===== src/sv/pwdp_pkg.sv =====
// ----------------------------------------------------------------------------
// pwdp_pkg
// Shared constants and helpers for the power-of-two weight dot product unit.
// ----------------------------------------------------------------------------
package pwdp_pkg;

    localparam int unsigned DataWidth  = 32;
    localparam int unsigned CodeWidth  = 8;
    localparam int unsigned ExpShift   = 23;
    localparam logic [31:0] SignMask   = 32'h8000_0000;
    localparam logic [31:0] AbsMask    = 32'h7FFF_FFFF;
    localparam logic [31:0] InfBits    = 32'h7F80_0000;
    localparam logic [31:0] CanonNan   = 32'h7FC0_0000;
    localparam logic signed [7:0] NegLimit  = 8'sd31;
    localparam logic signed [7:0] NegOffset = 8'sd32;

    // Scale the activation by the weight's power of two, in the bit domain.
    function automatic logic [31:0] make_term(input logic [31:0] act,
                                              input logic [7:0] code);
        logic signed [7:0] s;
        logic              neg;
        logic [31:0]       shifted;
        logic [31:0]       res;
        s   = signed'(code);
        neg = (s > NegLimit);
        if (neg) begin
            s = s - NegOffset;
        end
        shifted = {{(32 - ExpShift - 8){s[7]}}, s, {ExpShift{1'b0}}};
        res = act;
        if ((act & AbsMask) != InfBits) begin
            res = act + shifted;
        end
        if (neg) begin
            res = res ^ SignMask;
        end
        return res;
    endfunction

endpackage


===== src/sv/pwdp_fadd.sv =====
// ----------------------------------------------------------------------------
// pwdp_fadd
// Combinational single-precision adder, round to nearest even, canonical NaN.
// ----------------------------------------------------------------------------
module pwdp_fadd
    import pwdp_pkg::*;
(
    input  logic [31:0] a,
    input  logic [31:0] b,
    output logic [31:0] sum
);

    logic        a_nan, b_nan, a_inf, b_inf;
    logic [31:0] big, sml;
    logic [7:0]  eb, es;
    logic [26:0] mb, ms, ms_sh;
    logic [7:0]  diff;
    logic        sticky;
    logic        sub;
    logic [27:0] raw;
    logic [4:0]  lz;
    logic [27:0] norm;
    logic signed [9:0] exp_n;
    logic [27:0] mant_sh;
    logic [24:0] rnd;
    logic [8:0]  ef;
    logic        lsb, g, rs;
    logic        found;

    always_comb begin
        a_nan = (a & AbsMask) > InfBits;
        b_nan = (b & AbsMask) > InfBits;
        a_inf = (a & AbsMask) == InfBits;
        b_inf = (b & AbsMask) == InfBits;
        if ((a & AbsMask) >= (b & AbsMask)) begin
            big = a; sml = b;
        end else begin
            big = b; sml = a;
        end
        eb = big[30:23];
        es = sml[30:23];
        // mantissa with hidden bit, plus guard, round and sticky bits
        mb = {(eb != 8'd0), big[22:0], 3'b000};
        ms = {(es != 8'd0), sml[22:0], 3'b000};
        diff = (eb == 8'd0 ? 8'd1 : eb) - (es == 8'd0 ? 8'd1 : es);
        if (diff >= 8'd27) begin
            ms_sh  = 27'd0;
            sticky = (ms != 27'd0);
        end else begin
            ms_sh  = ms >> diff;
            sticky = ((ms & ((27'd1 << diff) - 27'd1)) != 27'd0);
        end
        ms_sh[0] = ms_sh[0] | sticky;
        sub = big[31] ^ sml[31];
        raw = sub ? ({1'b0, mb} - {1'b0, ms_sh}) : ({1'b0, mb} + {1'b0, ms_sh});
        // leading zero count over 28 bits
        lz = 5'd0;
        found = 1'b0;
        for (int i = 27; i >= 0; i--) begin
            if (!found && raw[i]) begin
                found = 1'b1;
                lz = 5'(27 - i);
            end
        end
        exp_n = signed'({2'b00, (eb == 8'd0 ? 8'd1 : eb)}) + 10'sd1 - signed'({5'd0, lz});
        if (exp_n < 10'sd1) begin
            // subnormal result: shift only as far as exponent allows
            mant_sh = raw << (lz - 5'(1 - exp_n));
            exp_n = 10'sd0;
        end else begin
            mant_sh = raw << lz;
        end
        norm = mant_sh;
        lsb = norm[4];
        g   = norm[3];
        rs  = |norm[2:0];
        rnd = {1'b0, norm[27:4]} + {24'd0, (g & (rs | lsb))};
        ef  = exp_n[8:0];
        if (rnd[24]) begin
            ef = ef + 9'd1;
            rnd = rnd >> 1;
        end else if (exp_n == 10'sd0 && rnd[23]) begin
            ef = 9'd1;
        end
        if (a_nan || b_nan || (a_inf && b_inf && (a[31] != b[31]))) begin
            sum = CanonNan;
        end else if (a_inf) begin
            sum = a;
        end else if (b_inf) begin
            sum = b;
        end else if (raw == 28'd0) begin
            sum = {a[31] & b[31], 31'd0};
        end else if (ef >= 9'd255) begin
            sum = {big[31], InfBits[30:0]};
        end else begin
            sum = {big[31], ef[7:0], rnd[22:0]};
        end
    end

endmodule


===== src/sv/pot_weight_dot_product_unit.sv =====
// ----------------------------------------------------------------------------
// pot_weight_dot_product_unit
// Streams activation/weight pairs and accumulates a float dot product.
// ----------------------------------------------------------------------------
// The final input transfer is captured in the input register stage; its sum
// then lands in the result register and raises m_valid. Throughput: one
// transfer per cycle unless a full output stalls; the float adder sets the cycle.
// Reset (aresetn low, synchronous) clears the accumulator to +0 and both
// valid flags.
module pot_weight_dot_product_unit
    import pwdp_pkg::*;
(
    input  logic        aclk,
    input  logic        aresetn,
    input  logic        s_valid,
    output logic        s_ready,
    input  logic [31:0] s_act_bits,
    input  logic [7:0]  s_weight_code,
    input  logic        s_last,
    output logic        m_valid,
    input  logic        m_ready,
    output logic [31:0] m_dot_sum
);

    // Input register stage holds the scaled term.
    logic        in_valid_reg;
    logic [31:0] term_reg;
    logic        last_reg;
    logic [31:0] acc_reg, acc_next;
    logic [31:0] sum;
    logic        out_valid_reg;
    logic [31:0] out_reg;
    logic        advance;

    pwdp_fadd u_fadd (.a(acc_reg), .b(term_reg), .sum(sum));

    // The stage advances unless a final sum must land on a full output.
    assign advance = !(in_valid_reg && last_reg && out_valid_reg && !m_ready);
    assign s_ready = advance;
    assign acc_next = (in_valid_reg && advance) ? (last_reg ? 32'd0 : sum) : acc_reg;

    always_ff @(posedge aclk) begin
        if (!aresetn) begin
            in_valid_reg  <= 1'b0;
            out_valid_reg <= 1'b0;
            acc_reg       <= 32'd0;
        end else begin
            acc_reg <= acc_next;
            if (advance) begin
                in_valid_reg <= s_valid;
                term_reg     <= make_term(s_act_bits, s_weight_code);
                last_reg     <= s_last;
            end
            if (in_valid_reg && last_reg && advance) begin
                out_valid_reg <= 1'b1;
                out_reg       <= sum;
            end else if (m_ready) begin
                out_valid_reg <= 1'b0;
            end
        end
    end

    assign m_valid   = out_valid_reg;
    assign m_dot_sum = out_reg;

    a_hold: assert property (@(posedge aclk) disable iff (!aresetn)
        out_valid_reg && !m_ready |=> out_valid_reg && $stable(out_reg))
        else $error("result lost while stalled");
    a_clear: assert property (@(posedge aclk) disable iff (!aresetn)
        in_valid_reg && last_reg && advance |=> acc_reg == 32'd0)
        else $error("accumulator not cleared after last");
    a_stall: assert property (@(posedge aclk) disable iff (!aresetn)
        !advance |-> out_valid_reg && in_valid_reg)
        else $error("spurious stall");

endmodule


===== config.mk =====
export PLATFORM = sky130hd
export DESIGN_NAME = pot_weight_dot_product_unit
export DESIGN_NICKNAME = d
export VERILOG_FILES = /design/src/sv/pwdp_pkg.sv /design/src/sv/pwdp_fadd.sv /design/src/sv/pot_weight_dot_product_unit.sv
export SDC_FILE = /design/constraint.sdc
export NUM_CORES = 1
export LEC_CHECK = 0
export BUFFER_PORTS_ARGS = -buffer_cell sky130_fd_sc_hd__buf_2
export CAP_MARGIN = 20
export CORE_ASPECT_RATIO = 0.75
export CORE_MARGIN = 2
export CORE_UTILIZATION = 40
export DETAILED_ROUTE_END_ITERATION = 7
export PLACE_DENSITY = 0.62
export SLEW_MARGIN = 20
export SYNTH_ARGS = -nofsm -noshare
export SYNTH_HDL_FRONTEND = slang
export SYNTH_HIERARCHICAL = 1
export SYNTH_SLANG_ARGS = --single-unit

===== constraint.sdc =====
create_clock -name aclk -period 24.1 [get_ports aclk]
set_clock_uncertainty 0.2 [all_clocks]
set_input_delay 0 -clock aclk [delete_from_list [all_inputs] [get_ports aclk]]
set_output_delay 0 -clock aclk [all_outputs]
set_load 0.01 [all_outputs]

==> results.yml <==
placement:
  gp_congestion: 1.05
  dp_hpwl_um: 60400
  io_buffers: 78
logic_synthesis:
  ys.flop_type: "edfxtp_1"
  ys_seq_area_share_pct: 15.5
  synth.avg_cell_area_um2: 7.38
  syn_inst: 2298
  synth_common_cells: "nand2_1, nor2_1, a21oi_1"
  synth-edff-count: 65
  yosys.cell_count.top_type: "nand2_1"
  async_flop_share_pct: 0
  ys_ff_latch: 99
  yosysWarnings: 6
  synth_area_mm2: 0.0170
  synthTopCellsByArea: "edfxtp_1, ha_1, nand2_1, a21oi_1, nor2_1"
  synth_top_cell_by_area: "edfxtp_1"
  yosysUniqueCellTypes: 121
  synth_top_area_share_pct: 11.5
  synth_nets: 2470
timing:
  worst_slew_pin_slew_ns: 1.19
  drv_slew: 0
  fin_tns_setup_ns: 0
  final-hold-violation-count: 0
  fin_crit_ns: 22.51
  rsz0062_at_grt: "no"
  setup_violations: 0
  holdWs_ns: 0.0313
  timing.final.crit_share_pct: 93.4
  fmax_mhz: 44.4
  slew_headroom_pct: 19.8
critical_path:
  reg2reg_from: "acc_reg[13]$_SDFFE_PN0P_"
  worstSetupStartpointType: "register"
  endpoint_kind: "register"
  rrSetupSlack_ns: 1.59
  crit_required_ns: 24.16
  cp_max_fo: 26
  arrival_ns: 22.57
  rr_endpoint: "acc_reg[12]$_SDFFE_PN0P_"
  ff2ff_path_depth: 70
  cp_common_cell: "a21oi_1"
  critPathKind: "register to register"
  cpMaxStageDelayCell: "o211ai_4"
  cp_slowest_stage_delay_ns: 0.87
clock_tree:
  h-tree-depth: 3
  clk_pin_slew_ns: 0.08
  holdBufCountCts: 33
  cts.sinks: 99
  cts-buffers-inserted: 9
  cts_setup_buffers: 0
  clockBufferDepth: 2
  cts-resized-gates: 0
  cts_root_buf: "clkbuf_16"
  clk_latency_ns: 0.37
  cts_tree: "built"
flow_run:
  drv_cap: 0
hold_path:
  hold_depth: 4
  hold_path_end: "term_reg[24]$_DFFE_PP_"
  hp-start: "s_weight_code[1]"
  min_path_type: "input port to register"
floorplanning:
  die_area_mm2: 0.0441
  coreArea_mm2: 0.0420
  ios: 79
  num_rows: 65
  start_util_pct: 40.4
  die_h_um: 182
  die_w_um: 242
global_routing:
  first_global_vias: 17582
  antenna_found_initial: 0
  grt_first_pass_wirelength_um: 113000
  overflow: 0
  grt_use_total_pct: 33.0
  grt_max_degree: 54
drt:
  dr_total_vias: 19545
  avgViaCountPerCell: 6.72
  drtAntennaViolNets: 0
  drtIter0Drc: 3032
  wl_per_cell_um: 26.0
  firstDrtPassIters: 7
  wirelength_um: 75600
  drc_errors: 0
pwr:
  p_leak_uw: 0.00737
  ir_worst_vdd_uv: 59.7
  power_density_mw_per_mm2: 153
cells_and_area:
  drive_gt1_share_pct: 11.7
  final_nets: 2506
  area_growth_pct: 8.97
  n_antenna_cell: 0
  final_util_pct: 44.0
outcome:
  status: "finished, final reports clean"
==> critical path, delay by kind of cell (launching register included) <==
family	cells	cell delay, ns
compound gates	29	9.65
xor+xnor	3	0.55
fa+ha+maj	7	2.67
buf+inv	4	1.27
flops	1	0.70
mux	4	0.93
simple gates	23	6.37
==> cell families after synthesis <==
kind of cell / count (synthesis) / synth area share, %
compound gates: 766 / 31.3
xor+xnor: 58 / 3.13
fa+ha+maj: 127 / 9.59
buf+inv: 263 / 6.46
flops: 99 / 15.5
mux: 84 / 6.12
simple gates: 901 / 27.9
==> metal layers <==
metal  track usage [%]  up-vias  routed length (um)
met3              9.90      135               10300
met1              48.8     9396               33800
met4              7.75        0                1750
met2              46.3     1274               29800
met5                 0        -                   0
li1                  -     8740                   -
==> cells in the final DEF (no fill, tap or decap), types with 27 or more instances in the layout <==
| cell type | Yosys | layout |
|---|---|---|
| nand4_1 | 35 | 35 |
| nand2_1 | 232 | 231 |
| nor4_1 | 37 | 37 |
| nor2_1 | 206 | 206 |
| inv_1 | 130 | 130 |
| dfxtp_1 | 34 | 34 |
| and3_1 | 36 | 36 |
| edfxtp_1 | 65 | 65 |
| a21o_1 | 30 | 30 |
| buf_4 | 6 | 43 |
| buf_2 | 36 | 78 |
| nor3_1 | 69 | 69 |
| o21ai_0 | 153 | 149 |
| nand3_1 | 78 | 78 |
| xnor2_1 | 35 | 33 |
| nand2b_1 | 27 | 27 |
| o211ai_1 | 28 | 28 |
| dlygate4sd3_1 | 0 | 33 |
| nor2b_1 | 46 | 44 |
| a22oi_1 | 42 | 42 |
| a21oi_1 | 167 | 167 |
| a211oi_1 | 37 | 37 |
| ha_1 | 122 | 121 |
| mux2i_1 | 53 | 53 |
==> report_power, final <==
group | internal (uW) | leakage (uW) | switching, uW | total, uW
logic | 755 | 0.00634 | 1650 | 2410
registers | 226 | 0.000891 | 36.1 | 262
clock network | 73.2 | 0.000139 | 74.6 | 148
==> cell type report <==
cell class | count | area [um2]
Tap cell | 569 | 712
Clock inverter | 7 | 71.3
Clock buffer | 9 | 225
Fill cell | 4393 | 23500
Multi-Input combinational cell | 1936 | 13300
Sequential cell | 99 | 2630
Inverter | 134 | 503
Timing Repair Buffer | 154 | 1040
==> through the flow <==
step / worst slack [ns] / instance area [um2] / total power (uW) / std cells
finish: 1.59 / 18500 / 2820 / 2908
global route: 0.582 / 18500 / 2960 / 2908
CTS: 2.40 / 18500 / 2710 / 2908
detailed placement: 2.44 / 17800 / 2550 / 2859
global placement: 2.60 / 17800 / 2570 / 2859
floorplan: 7.05 / 17000 / 1850 / 2298
==> worst max path at each step <==
stage,cells after the start,to,from
detailed placement,70,acc_reg[12]$_SDFFE_PN0P_,acc_reg[13]$_SDFFE_PN0P_
CTS,70,acc_reg[12]$_SDFFE_PN0P_,acc_reg[13]$_SDFFE_PN0P_
floorplan,85,acc_reg[13]$_SDFFE_PN0P_,term_reg[30]$_DFFE_PP_
global placement,72,acc_reg[12]$_SDFFE_PN0P_,acc_reg[13]$_SDFFE_PN0P_
finish,70,acc_reg[12]$_SDFFE_PN0P_,acc_reg[13]$_SDFFE_PN0P_
global route,70,acc_reg[12]$_SDFFE_PN0P_,acc_reg[13]$_SDFFE_PN0P_
No activity file was read; power rests on OpenSTA's default activity.
